--- config.mk ---
export PLATFORM = sky130hd
export DESIGN_NAME = triangle_flat_split_top
export DESIGN_NICKNAME = d
export VERILOG_FILES = /design/src/rtl/tfs_pkg.sv /design/src/rtl/triangle_flat_split_top.sv /design/src/rtl/tfs_divider.sv
export SDC_FILE = /design/constraint.sdc
export NUM_CORES = 2
export LEC_CHECK = 0
export BUFFER_PORTS_ARGS = -buffer_cell sky130_fd_sc_hd__buf_4
export CORE_ASPECT_RATIO = 1.1
export CORE_MARGIN = 4
export CORE_UTILIZATION = 40
export DETAILED_ROUTE_END_ITERATION = 10
export SETUP_SLACK_MARGIN = 0.5
export SLEW_MARGIN = 20
export SYNTH_ARGS = -nofsm -noshare
export SYNTH_HDL_FRONTEND = slang
export SYNTH_SLANG_ARGS = --single-unit
--- constraint.sdc ---
create_clock -name clock -period 203.6 [get_ports clock]
set_clock_uncertainty 0.2 [all_clocks]
set_input_delay 40.72 -clock clock [delete_from_list [all_inputs] [get_ports clock]]
set_output_delay 40.72 -clock clock [all_outputs]
set_load 0.02 [all_outputs]
--- src/rtl/tfs_pkg.sv ---
`default_nettype none

package tfs_pkg;

   typedef enum logic [1:0] {
      KIND_NONE,
      KIND_BOTTOM,
      KIND_TOP,
      KIND_SPLIT
   } kind_type;

endpackage

`default_nettype wire

--- src/rtl/triangle_flat_split_top.sv ---
`default_nettype none
// The first result of a triangle passes the sort, difference, product, divider,
// cut point and output registers; a second result waits in the hold register until shown.
// One triangle per cycle when it gives no or one result and the output is not stalled;
// a split one stalls the pipeline while its second result waits for the output register.
// The cut x divider retires one quotient bit per pipeline stage.
// Reset (synchronous, active high) clears all valid bits; data registers are not reset.

module triangle_flat_split_top #(
   parameter int COORD_WIDTH = 16
) (
   input  wire logic                          clock,
   input  wire logic                          reset,
   input  wire logic                          req_valid,
   output logic                               req_ready,
   input  wire logic signed [COORD_WIDTH-1:0] req_first_x,
   input  wire logic signed [COORD_WIDTH-1:0] req_first_y,
   input  wire logic signed [COORD_WIDTH-1:0] req_second_x,
   input  wire logic signed [COORD_WIDTH-1:0] req_second_y,
   input  wire logic signed [COORD_WIDTH-1:0] req_third_x,
   input  wire logic signed [COORD_WIDTH-1:0] req_third_y,
   output logic                               rsp_valid,
   input  wire logic                          rsp_ready,
   output logic signed [COORD_WIDTH-1:0]      rsp_apex_x,
   output logic signed [COORD_WIDTH-1:0]      rsp_apex_y,
   output logic signed [COORD_WIDTH-1:0]      rsp_left_x,
   output logic signed [COORD_WIDTH-1:0]      rsp_left_y,
   output logic signed [COORD_WIDTH-1:0]      rsp_right_x,
   output logic signed [COORD_WIDTH-1:0]      rsp_right_y,
   output logic                               rsp_flipped,
   output logic                               rsp_last
);

   localparam int W = COORD_WIDTH;

   typedef struct packed {
      logic signed [W-1:0] x;
      logic signed [W-1:0] y;
   } vertex_type;

   typedef struct packed {
      vertex_type [2:0]  vtx;
      tfs_pkg::kind_type kind;
      logic              dx_neg;
   } side_type;

   typedef struct packed {
      vertex_type apex;
      vertex_type left;
      vertex_type right;
      logic       flipped;
      logic       last;
   } result_type;

   localparam int SIDE_W = $bits(side_type);

   logic advance;

   // sort
   vertex_type       a0, a1, a2, t;
   logic             st1_valid_ff;
   vertex_type [2:0] st1_vtx_ff;
   vertex_type [2:0] st1_vtx_in;

   always_comb begin
      a0.x = req_first_x;
      a0.y = req_first_y;
      a1.x = req_second_x;
      a1.y = req_second_y;
      a2.x = req_third_x;
      a2.y = req_third_y;
      t    = '0;
      if (a0.y > a1.y) begin
         t  = a0;
         a0 = a1;
         a1 = t;
      end
      if (a1.y > a2.y) begin
         t  = a1;
         a1 = a2;
         a2 = t;
      end
      if (a0.y > a1.y) begin
         t  = a0;
         a0 = a1;
         a1 = t;
      end
      st1_vtx_in = {a2, a1, a0};
   end

   // differences and classification
   logic           st2_valid_ff;
   side_type       st2_side_ff, st2_side_in;
   logic [W-1:0]   st2_dy_mid_ff, st2_dy_mid_in;
   logic [W-1:0]   st2_dy_all_ff, st2_dy_all_in;
   logic [W-1:0]   st2_adx_ff, st2_adx_in;
   logic [W:0]     dy_mid_full, dy_all_full, dx_full, adx_full;
   vertex_type     s0, s1, s2;

   always_comb begin
      s0 = st1_vtx_ff[0];
      s1 = st1_vtx_ff[1];
      s2 = st1_vtx_ff[2];
      dy_mid_full = {s1.y[W-1], s1.y} - {s0.y[W-1], s0.y};
      dy_all_full = {s2.y[W-1], s2.y} - {s0.y[W-1], s0.y};
      dx_full     = {s2.x[W-1], s2.x} - {s0.x[W-1], s0.x};
      adx_full    = dx_full[W] ? -dx_full : dx_full;
      st2_dy_mid_in      = dy_mid_full[W-1:0];
      st2_dy_all_in      = dy_all_full[W-1:0];
      st2_adx_in         = adx_full[W-1:0];
      st2_side_in.vtx    = st1_vtx_ff;
      st2_side_in.dx_neg = dx_full[W];
      if (s0.y == s1.y && s1.y == s2.y) begin
         st2_side_in.kind = tfs_pkg::KIND_NONE;
      end else if (s1.y == s2.y) begin
         st2_side_in.kind = tfs_pkg::KIND_BOTTOM;
      end else if (s0.y == s1.y) begin
         st2_side_in.kind = tfs_pkg::KIND_TOP;
      end else begin
         st2_side_in.kind = tfs_pkg::KIND_SPLIT;
      end
   end

   // product
   logic           st3_valid_ff;
   side_type       st3_side_ff;
   logic [2*W-1:0] st3_prod_ff, st3_prod_in;
   logic [W-1:0]   st3_dy_all_ff;

   assign st3_prod_in = {{W{1'b0}}, st2_dy_mid_ff} * {{W{1'b0}}, st2_adx_ff};

   // division
   logic              div_valid;
   logic [W-1:0]      div_quot;
   logic [SIDE_W-1:0] div_side_vec;
   side_type          div_side;

   tfs_divider #(
      .WIDTH      (W),
      .SIDE_WIDTH (SIDE_W)
   ) u_divider (
      .clock        (clock),
      .reset        (reset),
      .advance      (advance),
      .in_valid     (st3_valid_ff),
      .in_product   (st3_prod_ff),
      .in_divisor   (st3_dy_all_ff),
      .in_side      (st3_side_ff),
      .out_valid    (div_valid),
      .out_quotient (div_quot),
      .out_side     (div_side_vec)
   );

   assign div_side = side_type'(div_side_vec);

   // cut point
   logic         st4_valid_ff;
   side_type     st4_side_ff;
   logic [W-1:0] st4_cut_x_ff, st4_cut_x_in;
   logic [W:0]   cut_full, q_ext;

   always_comb begin
      q_ext        = {1'b0, div_quot};
      cut_full     = {div_side.vtx[0].x[W-1], div_side.vtx[0].x}
                     + (div_side.dx_neg ? -q_ext : q_ext);
      st4_cut_x_in = cut_full[W-1:0];
   end

   always_ff @(posedge clock) begin
      if (reset) begin
         st1_valid_ff <= 1'b0;
         st2_valid_ff <= 1'b0;
         st3_valid_ff <= 1'b0;
         st4_valid_ff <= 1'b0;
      end else if (advance) begin
         st1_valid_ff <= req_valid;
         st2_valid_ff <= st1_valid_ff;
         st3_valid_ff <= st2_valid_ff;
         st4_valid_ff <= div_valid;
      end
   end

   always_ff @(posedge clock) begin
      if (advance) begin
         st1_vtx_ff    <= st1_vtx_in;
         st2_side_ff   <= st2_side_in;
         st2_dy_mid_ff <= st2_dy_mid_in;
         st2_dy_all_ff <= st2_dy_all_in;
         st2_adx_ff    <= st2_adx_in;
         st3_side_ff   <= st2_side_ff;
         st3_prod_ff   <= st3_prod_in;
         st3_dy_all_ff <= st2_dy_all_ff;
         st4_side_ff   <= div_side;
         st4_cut_x_ff  <= st4_cut_x_in;
      end
   end

   // result build
   vertex_type cut_v, ea, eb;
   result_type first_res, second_res;

   always_comb begin
      cut_v.x = st4_cut_x_ff;
      cut_v.y = st4_side_ff.vtx[1].y;
      unique case (st4_side_ff.kind)
         tfs_pkg::KIND_TOP: begin
            ea = st4_side_ff.vtx[0];
            eb = st4_side_ff.vtx[1];
         end
         tfs_pkg::KIND_SPLIT: begin
            ea = cut_v;
            eb = st4_side_ff.vtx[1];
         end
         default: begin
            ea = st4_side_ff.vtx[1];
            eb = st4_side_ff.vtx[2];
         end
      endcase
      if (ea.x >= eb.x) begin
         first_res.left  = eb;
         first_res.right = ea;
      end else begin
         first_res.left  = ea;
         first_res.right = eb;
      end
      first_res.flipped = st4_side_ff.kind == tfs_pkg::KIND_TOP;
      first_res.apex    = first_res.flipped ? st4_side_ff.vtx[2] : st4_side_ff.vtx[0];
      first_res.last    = st4_side_ff.kind != tfs_pkg::KIND_SPLIT;
      second_res         = first_res;
      second_res.apex    = st4_side_ff.vtx[2];
      second_res.flipped = 1'b1;
      second_res.last    = 1'b1;
   end

   // output register and held second result
   logic       rsp_valid_ff, rsp_valid_in;
   result_type rsp_ff, rsp_in;
   logic       hold_valid_ff, hold_valid_in;
   result_type hold_ff, hold_in;
   logic       out_free, take;

   assign out_free  = !rsp_valid_ff || rsp_ready;
   assign take      = st4_valid_ff && !hold_valid_ff && out_free;
   assign advance   = !st4_valid_ff || take;
   assign req_ready = advance;

   always_comb begin
      rsp_valid_in  = rsp_valid_ff;
      rsp_in        = rsp_ff;
      hold_valid_in = hold_valid_ff;
      hold_in       = hold_ff;
      if (hold_valid_ff && out_free) begin
         rsp_valid_in  = 1'b1;
         rsp_in        = hold_ff;
         hold_valid_in = 1'b0;
      end else if (take) begin
         rsp_valid_in = st4_side_ff.kind != tfs_pkg::KIND_NONE;
         rsp_in       = first_res;
         if (st4_side_ff.kind == tfs_pkg::KIND_SPLIT) begin
            hold_valid_in = 1'b1;
            hold_in       = second_res;
         end
      end else if (out_free) begin
         rsp_valid_in = 1'b0;
      end
   end

   always_ff @(posedge clock) begin
      if (reset) begin
         rsp_valid_ff  <= 1'b0;
         hold_valid_ff <= 1'b0;
      end else begin
         rsp_valid_ff  <= rsp_valid_in;
         hold_valid_ff <= hold_valid_in;
      end
   end

   always_ff @(posedge clock) begin
      rsp_ff  <= rsp_in;
      hold_ff <= hold_in;
   end

   assign rsp_valid   = rsp_valid_ff;
   assign rsp_apex_x  = rsp_ff.apex.x;
   assign rsp_apex_y  = rsp_ff.apex.y;
   assign rsp_left_x  = rsp_ff.left.x;
   assign rsp_left_y  = rsp_ff.left.y;
   assign rsp_right_x = rsp_ff.right.x;
   assign rsp_right_y = rsp_ff.right.y;
   assign rsp_flipped = rsp_ff.flipped;
   assign rsp_last    = rsp_ff.last;

   a_hold_has_first: assert property (@(posedge clock) disable iff (reset)
      hold_valid_ff |-> rsp_valid_ff)
      else $error("held second result without a first result shown");

   a_first_has_partner: assert property (@(posedge clock) disable iff (reset)
      rsp_valid_ff && !rsp_ff.last |-> hold_valid_ff)
      else $error("non-final result shown without its partner held");

   a_hold_is_top: assert property (@(posedge clock) disable iff (reset)
      hold_valid_ff |-> hold_ff.last && hold_ff.flipped)
      else $error("held result is not a final flat-top triangle");

   a_stall_on_hold: assert property (@(posedge clock) disable iff (reset)
      st4_valid_ff && hold_valid_ff |-> !req_ready)
      else $error("pipeline advanced while a second result was pending");

endmodule

`default_nettype wire

--- src/rtl/tfs_divider.sv ---
`default_nettype none

module tfs_divider #(
   parameter int WIDTH      = 16,
   parameter int SIDE_WIDTH = 1
) (
   input  wire logic                    clock,
   input  wire logic                    reset,
   input  wire logic                    advance,
   input  wire logic                    in_valid,
   input  wire logic [2*WIDTH-1:0]      in_product,
   input  wire logic [WIDTH-1:0]        in_divisor,
   input  wire logic [SIDE_WIDTH-1:0]   in_side,
   output logic                         out_valid,
   output logic [WIDTH-1:0]             out_quotient,
   output logic [SIDE_WIDTH-1:0]        out_side
);

   logic                  valid_w [0:WIDTH];
   logic [WIDTH-1:0]      rem_w   [0:WIDTH];
   logic [WIDTH-1:0]      low_w   [0:WIDTH];
   logic [WIDTH-1:0]      quot_w  [0:WIDTH];
   logic [WIDTH-1:0]      div_w   [0:WIDTH];
   logic [SIDE_WIDTH-1:0] side_w  [0:WIDTH];

   assign valid_w[0] = in_valid;
   assign rem_w[0]   = in_product[2*WIDTH-1:WIDTH];
   assign low_w[0]   = in_product[WIDTH-1:0];
   assign quot_w[0]  = '0;
   assign div_w[0]   = in_divisor;
   assign side_w[0]  = in_side;

   for (genvar s = 0; s < WIDTH; s++) begin : g_step
      logic                  valid_ff;
      logic [WIDTH-1:0]      rem_ff;
      logic [WIDTH-1:0]      rem_in;
      logic [WIDTH-1:0]      low_ff;
      logic [WIDTH-1:0]      quot_ff;
      logic [WIDTH-1:0]      div_ff;
      logic [SIDE_WIDTH-1:0] side_ff;
      logic [WIDTH:0]        trial;
      logic [WIDTH:0]        diff;
      logic                  fits;

      always_comb begin
         trial  = {rem_w[s], low_w[s][WIDTH-1]};
         diff   = trial - {1'b0, div_w[s]};
         fits   = trial >= {1'b0, div_w[s]};
         rem_in = fits ? diff[WIDTH-1:0] : trial[WIDTH-1:0];
      end

      always_ff @(posedge clock) begin
         if (reset) begin
            valid_ff <= 1'b0;
         end else if (advance) begin
            valid_ff <= valid_w[s];
         end
      end

      always_ff @(posedge clock) begin
         if (advance) begin
            rem_ff  <= rem_in;
            low_ff  <= {low_w[s][WIDTH-2:0], 1'b0};
            quot_ff <= {quot_w[s][WIDTH-2:0], fits};
            div_ff  <= div_w[s];
            side_ff <= side_w[s];
         end
      end

      assign valid_w[s+1] = valid_ff;
      assign rem_w[s+1]   = rem_ff;
      assign low_w[s+1]   = low_ff;
      assign quot_w[s+1]  = quot_ff;
      assign div_w[s+1]   = div_ff;
      assign side_w[s+1]  = side_ff;
   end

   assign out_valid    = valid_w[WIDTH];
   assign out_quotient = quot_w[WIDTH];
   assign out_side     = side_w[WIDTH];

endmodule

`default_nettype wire

# Yosys cells after proc, flatten, opt, wreduce, memory -nomap -nowiden
# Cells that the tools add are included.
# op_classes
add_sub_neg	21
n_mul	1
div	0
n_lt_le_gt_ge	20
eq_ne	5
shifts	0
muxes	34
bitwise_logic	1
n_reduce_logical	17
# op_table
cell	count
17-bit by 16-bit greater-or-equal comparator with 1-bit output	16
16-bit 2-to-1 mux	17
16-bit subtractor	17
32-bit 2-to-1 mux	8
98-bit 2-to-1 mux	2
64-bit 2-to-1 mux	1
32-bit case mux with 2 select lines	1
16-bit > comparator	3
16-bit equality test	2
16-bit by 16-bit multiplier with 32-bit output	1
16-bit negator	2
16-bit by 16-bit subtractor with 17-bit output	1
16-bit adder	1
16-bit greater-or-equal comparator	1
2-bit OR reduction	3
1-bit 2-to-1 mux	5
2-bit equality test, second input constant	2
1-bit logical AND	4
2-bit nonzero test	2
1-bit logical NOT	3
3-bit AND reduction	1
3-bit nonzero test	1
1-bit logical OR	2
2-bit != test, second input constant	1
2 further kinds	2
# totals
regBits	3040
latch_bits	0
ram_bits	0
rom_bits	0
in_bits	100
output_inout_bits	100
elab_cells	248
n_memories	0

# Longest topological paths before layout
# logic_depth
depth_word	7
mapped_depth	34
depth_no_buf	28

# By module
# From an unflattened synthesis, not the netlist that was laid out.
# hier_totals
cells_unflattened	7836
hier_area_um2	125738.1
# by_module_without_submodules
module	instances	cells_each	area_per_inst_um2
tfs_divider	1	4626	85603.4
triangle_flat_split_top	1	3210	40134.7

# Least setup slack after synthesis
# Ideal clock, no wire load.
# synth_timing
path_type	input-to-output
from	input port rsp_ready
to	output port req_ready
arrival_time_ps	117556
t_required_ps	162680
setup_slack_ps	45124
stages	5
path_buffers	1
cell_sequence	nor2b_1 > nor2_1 > nor2b_1 > inv_1 > clkbuf_1
# synth_via
elab_chain_len	3
# synth_rtl
item	line_no	text
start: declaration	triangle_flat_split_top.sv:23	input wire logic rsp_ready,
1-bit logical OR	triangle_flat_split_top.sv:242	assign out_free = !rsp_valid_ff || rsp_ready;
1-bit logical AND	triangle_flat_split_top.sv:243	assign take = st4_valid_ff && !hold_valid_ff && out_free;
1-bit logical OR	triangle_flat_split_top.sv:244	assign advance = !st4_valid_ff || take;
end: declaration	triangle_flat_split_top.sv:15	output logic req_ready,
# Every way passes these cells.

# Worst setup path after layout
# Ends and elaborated chain as after synthesis.

==> flow_results.xml <==
<?xml version="1.0" encoding="UTF-8"?>
<metrics>
  <group name="floorplan">
    <metric name="start_util" unit="">0.402</metric>
    <metric name="fp.dieArea" unit="um2">320000</metric>
    <metric name="num_io_pins" unit="">200</metric>
    <metric name="floorplan.rows" unit="">214</metric>
    <metric name="floorplan.core_area" unit="um2">309000</metric>
    <metric name="die_width" unit="um">540</metric>
    <metric name="die-height" unit="um">593</metric>
  </group>
  <group name="hold_path">
    <metric name="hp-start" unit="">u_divider.g_step[1].low_ff[13]$_DFFE_PP_</metric>
    <metric name="hold_path_class" unit="">reg2reg</metric>
  </group>
  <group name="clock_tree">
    <metric name="clkTransAtPathRegs" unit="ps">60</metric>
    <metric name="postCtsSetupRepairBufs" unit="">0</metric>
    <metric name="cts_max_path_buffers" unit="">4</metric>
    <metric name="tritoncts" unit="">built</metric>
    <metric name="cts-htree-levels" unit="">5</metric>
    <metric name="clock_tree.root_cell" unit="">sky130_fd_sc_hd__clkbuf_16</metric>
    <metric name="worstSkewPairLatency" unit="ps">840</metric>
    <metric name="cts_sinks" unit="">3040</metric>
    <metric name="tritoncts.num_buffers" unit="">318</metric>
    <metric name="holdBufCountCts" unit="">0</metric>
    <metric name="resized_gates_after_cts" unit="">0</metric>
  </group>
  <group name="synthesis">
    <metric name="net_count_after_synthesis" unit="">8376</metric>
    <metric name="portion_of_the_post_synthesis_area_used_by_sequential_elements" unit="">0.732</metric>
    <metric name="post_synthesis_cell_type_with_the_largest_combined_area" unit="">sky130_fd_sc_hd__edfxtp_1</metric>
    <metric name="yosys.area.top_type_share" unit="">0.728</metric>
    <metric name="netlist_instances" unit="">7576</metric>
    <metric name="yosys_register_bits" unit="">3040</metric>
    <metric name="ys_top_cells_by_area" unit="">sky130_fd_sc_hd__edfxtp_1, sky130_fd_sc_hd__ha_1, sky130_fd_sc_hd__fa_1</metric>
    <metric name="yosysWarningCount" unit="">0</metric>
    <metric name="syn_area_per_cell" unit="um2">16.4</metric>
    <metric name="post_synth_instance_area" unit="um2">124000</metric>
    <metric name="yosys.cell_types.count" unit="">81</metric>
    <metric name="dominantRegCellSynth" unit="">sky130_fd_sc_hd__edfxtp_1</metric>
    <metric name="async_reset_ff_frac" unit="">0</metric>
    <metric name="synth-edff-count" unit="">3018</metric>
  </group>
  <group name="sta">
    <metric name="setup_violations" unit="">0</metric>
    <metric name="min_period" unit="ps">83400</metric>
    <metric name="rsz_0062_raised_after_global_routing" unit="">false</metric>
    <metric name="timing.setup.tns" unit="ps">0</metric>
    <metric name="worst_pin_slew" unit="ps">1020</metric>
    <metric name="finalCritPeriodShare" unit="">0.410</metric>
    <metric name="timing.max_slew.rel_slack" unit="">0.320</metric>
    <metric name="maxClockFrequency" unit="MHz">12.0</metric>
    <metric name="final_hold_viol_count" unit="">0</metric>
    <metric name="timing_max_transition_violations_final" unit="">0</metric>
  </group>
  <group name="critical_path">
    <metric name="worst_path_max_fanout" unit="">120</metric>
    <metric name="setup.worst_path.end_class" unit="">output pin</metric>
    <metric name="start_kind" unit="">input pin</metric>
    <metric name="critical_path_required" unit="ps">162680</metric>
    <metric name="timing.rr.start" unit="">rsp_valid$_SDFFE_PP0P_</metric>
    <metric name="crit_path_start" unit="">rsp_ready</metric>
    <metric name="crit_type" unit="">in2out</metric>
    <metric name="timing.critical_path.arrival" unit="ps">42480</metric>
  </group>
  <group name="route">
    <metric name="detail_route.wirelength.met1" unit="um">93200</metric>
    <metric name="length_of_routed_met2_wiring" unit="um">106000</metric>
    <metric name="detailedRoute.firstPassIterationCount" unit="">5</metric>
    <metric name="drt.antenna.violating_nets" unit="">0</metric>
    <metric name="route.met3.wl" unit="um">8920</metric>
    <metric name="route.final.wire_length" unit="um">218000</metric>
    <metric name="drt_first_iter_violations" unit="">3984</metric>
    <metric name="route.vias.total" unit="">59647</metric>
    <metric name="drt-vias-per-instance" unit="">4.84</metric>
    <metric name="remaining_drc_errors" unit="">0</metric>
    <metric name="routed.top_layer" unit="">met4</metric>
    <metric name="wire_per_inst" unit="um">17.7</metric>
  </group>
  <group name="layout">
    <metric name="areaGrowthSynthToFinish" unit="%">13.2</metric>
    <metric name="layout-drive-gt1-share" unit="">0.122</metric>
    <metric name="final_net_count" unit="">8785</metric>
  </group>
  <group name="global_route">
    <metric name="antenna_violations_before_repair" unit="">1</metric>
    <metric name="combined_global_route_utilization_of_all_metal_layers" unit="">0.134</metric>
    <metric name="via_count_of_the_first_global_routing_pass" unit="">61272</metric>
    <metric name="gr-total-overflow" unit="">0</metric>
    <metric name="pin_count_of_the_biggest_net_entering_global_routing" unit="">177</metric>
    <metric name="grt_pass1_wl" unit="um">342000</metric>
  </group>
  <group name="status">
    <metric name="run_status" unit="">finished, final reports clean</metric>
  </group>
  <group name="place">
    <metric name="place_congestion" unit="">0.849</metric>
    <metric name="numPortBuffers" unit="">199</metric>
    <metric name="place.detailed.hpwl" unit="um">153000</metric>
  </group>
  <group name="flow_run">
    <metric name="max_cap_violation_count" unit="">0</metric>
  </group>
</metrics>
## synthesized netlist by cell type, types with 46 or more instances
master	instances
sky130_fd_sc_hd__fa_1	213
sky130_fd_sc_hd__mux2i_1	143
sky130_fd_sc_hd__o21ai_0	218
sky130_fd_sc_hd__nand2b_1	54
sky130_fd_sc_hd__a21o_1	106
sky130_fd_sc_hd__nand3_1	48
sky130_fd_sc_hd__nor2b_1	67
sky130_fd_sc_hd__edfxtp_1	3018
sky130_fd_sc_hd__clkbuf_1	90
sky130_fd_sc_hd__and2_1	102
sky130_fd_sc_hd__a21oi_1	361
sky130_fd_sc_hd__ha_1	487
sky130_fd_sc_hd__nor2_1	310
sky130_fd_sc_hd__nand2_1	396
sky130_fd_sc_hd__xor2_1	89
sky130_fd_sc_hd__nand4_1	86
sky130_fd_sc_hd__o21a_1	52
sky130_fd_sc_hd__mux2_2	233
sky130_fd_sc_hd__xnor2_1	217
sky130_fd_sc_hd__inv_1	647
sky130_fd_sc_hd__o22ai_1	50
sky130_fd_sc_hd__nor3_1	46
## through the flow
step	setup slack [ps]	cell area, um2	std cells	utilization	hold WS [ps]
2_1_floorplan	45120	124000	7576	-	200
3_3_place_gp	120280	131000	11768	0.423	200
3_5_place_dp	120230	131000	11769	0.423	205
4_1_cts	120210	141000	12321	0.455	161
5_1_grt	120060	141000	12322	0.455	160
6_report	120200	141000	12323	0.455	171
## logic make-up after synthesis
family          Yosys count  share of synthesized area
buf+inv                 813                     0.0262
xor+xnor                306                     0.0215
fa+ha+maj               700                     0.0832
flops                  3040                      0.732
simple gates           1260                     0.0489
mux                     405                     0.0353
compound gates         1052                     0.0532
## final timing paths
path / end / slack (ps) / depth (start not counted)
max reg2reg: u_divider.g_step[0].side_ff[58]$_DFFE_PP_ / 195530 / 12
max: req_ready / 120200 / 7
min reg2reg: u_divider.g_step[2].low_ff[14]$_DFFE_PP_ / 170 / 0
min: u_divider.g_step[2].low_ff[14]$_DFFE_PP_ / 170 / 0
## area by class of cell
class / instances / area, um2
repair buffers: 255 / 1980
clock buffers: 385 / 8280
multi-input cells: 3723 / 30200
fillers: 26285 / 168000
diodes: 2 / 5.00
clock inverters: 167 / 1780
flip-flops and latches: 3040 / 91100
inverters: 647 / 2440
well taps: 4104 / 5130
## routing by layer
layer,GRT usage,vias up
met1,0.171,28888
met4,0.0583,0
met2,0.228,1289
met3,0.0200,480
li1,-,28990
met5,0,-
## sequential cells by signal, indices dropped and copies added (netlist names), 96 cells and up
| register | cells |
|---|---|
| u_divider.g_step.rem_ff | 240 |
| u_divider.g_step.side_ff | 1485 |
| u_divider.g_step.div_ff | 240 |
| u_divider.g_step.low_ff | 120 |
| u_divider.out_side | 99 |
| st2_side_ff | 99 |
| u_divider.g_step.quot_ff | 120 |
| hold_ff | 96 |
| st3_side_ff | 99 |
## critical path: stages
cell                      delay, ps
sky130_fd_sc_hd__buf_4          110
sky130_fd_sc_hd__nor2b_1        350
sky130_fd_sc_hd__nor2_1         130
sky130_fd_sc_hd__nor2b_1        180
sky130_fd_sc_hd__buf_4          290
sky130_fd_sc_hd__inv_8          240
sky130_fd_sc_hd__buf_4          310
## cell usage in the layout, fill, tap and decap left out, types with 86 or more instances in the layout
master | netlist | routed
sky130_fd_sc_hd__nand4_1 | 86 | 86
sky130_fd_sc_hd__fa_1 | 213 | 213
sky130_fd_sc_hd__o21ai_0 | 218 | 218
sky130_fd_sc_hd__nand2_1 | 396 | 396
sky130_fd_sc_hd__a21o_1 | 106 | 106
sky130_fd_sc_hd__and2_1 | 102 | 101
sky130_fd_sc_hd__clkbuf_16 | 0 | 321
sky130_fd_sc_hd__mux2_2 | 233 | 233
sky130_fd_sc_hd__ha_1 | 487 | 487
sky130_fd_sc_hd__xnor2_1 | 217 | 217
sky130_fd_sc_hd__nor2_1 | 310 | 307
sky130_fd_sc_hd__edfxtp_1 | 3018 | 3018
sky130_fd_sc_hd__buf_4 | 21 | 249
sky130_fd_sc_hd__mux2i_1 | 143 | 142
sky130_fd_sc_hd__a21oi_1 | 361 | 359
sky130_fd_sc_hd__inv_1 | 647 | 646
sky130_fd_sc_hd__xor2_1 | 89 | 89
Power is not shown: default switching activity piles up to over one toggle a cycle in this logic, so the estimate is an artifact.
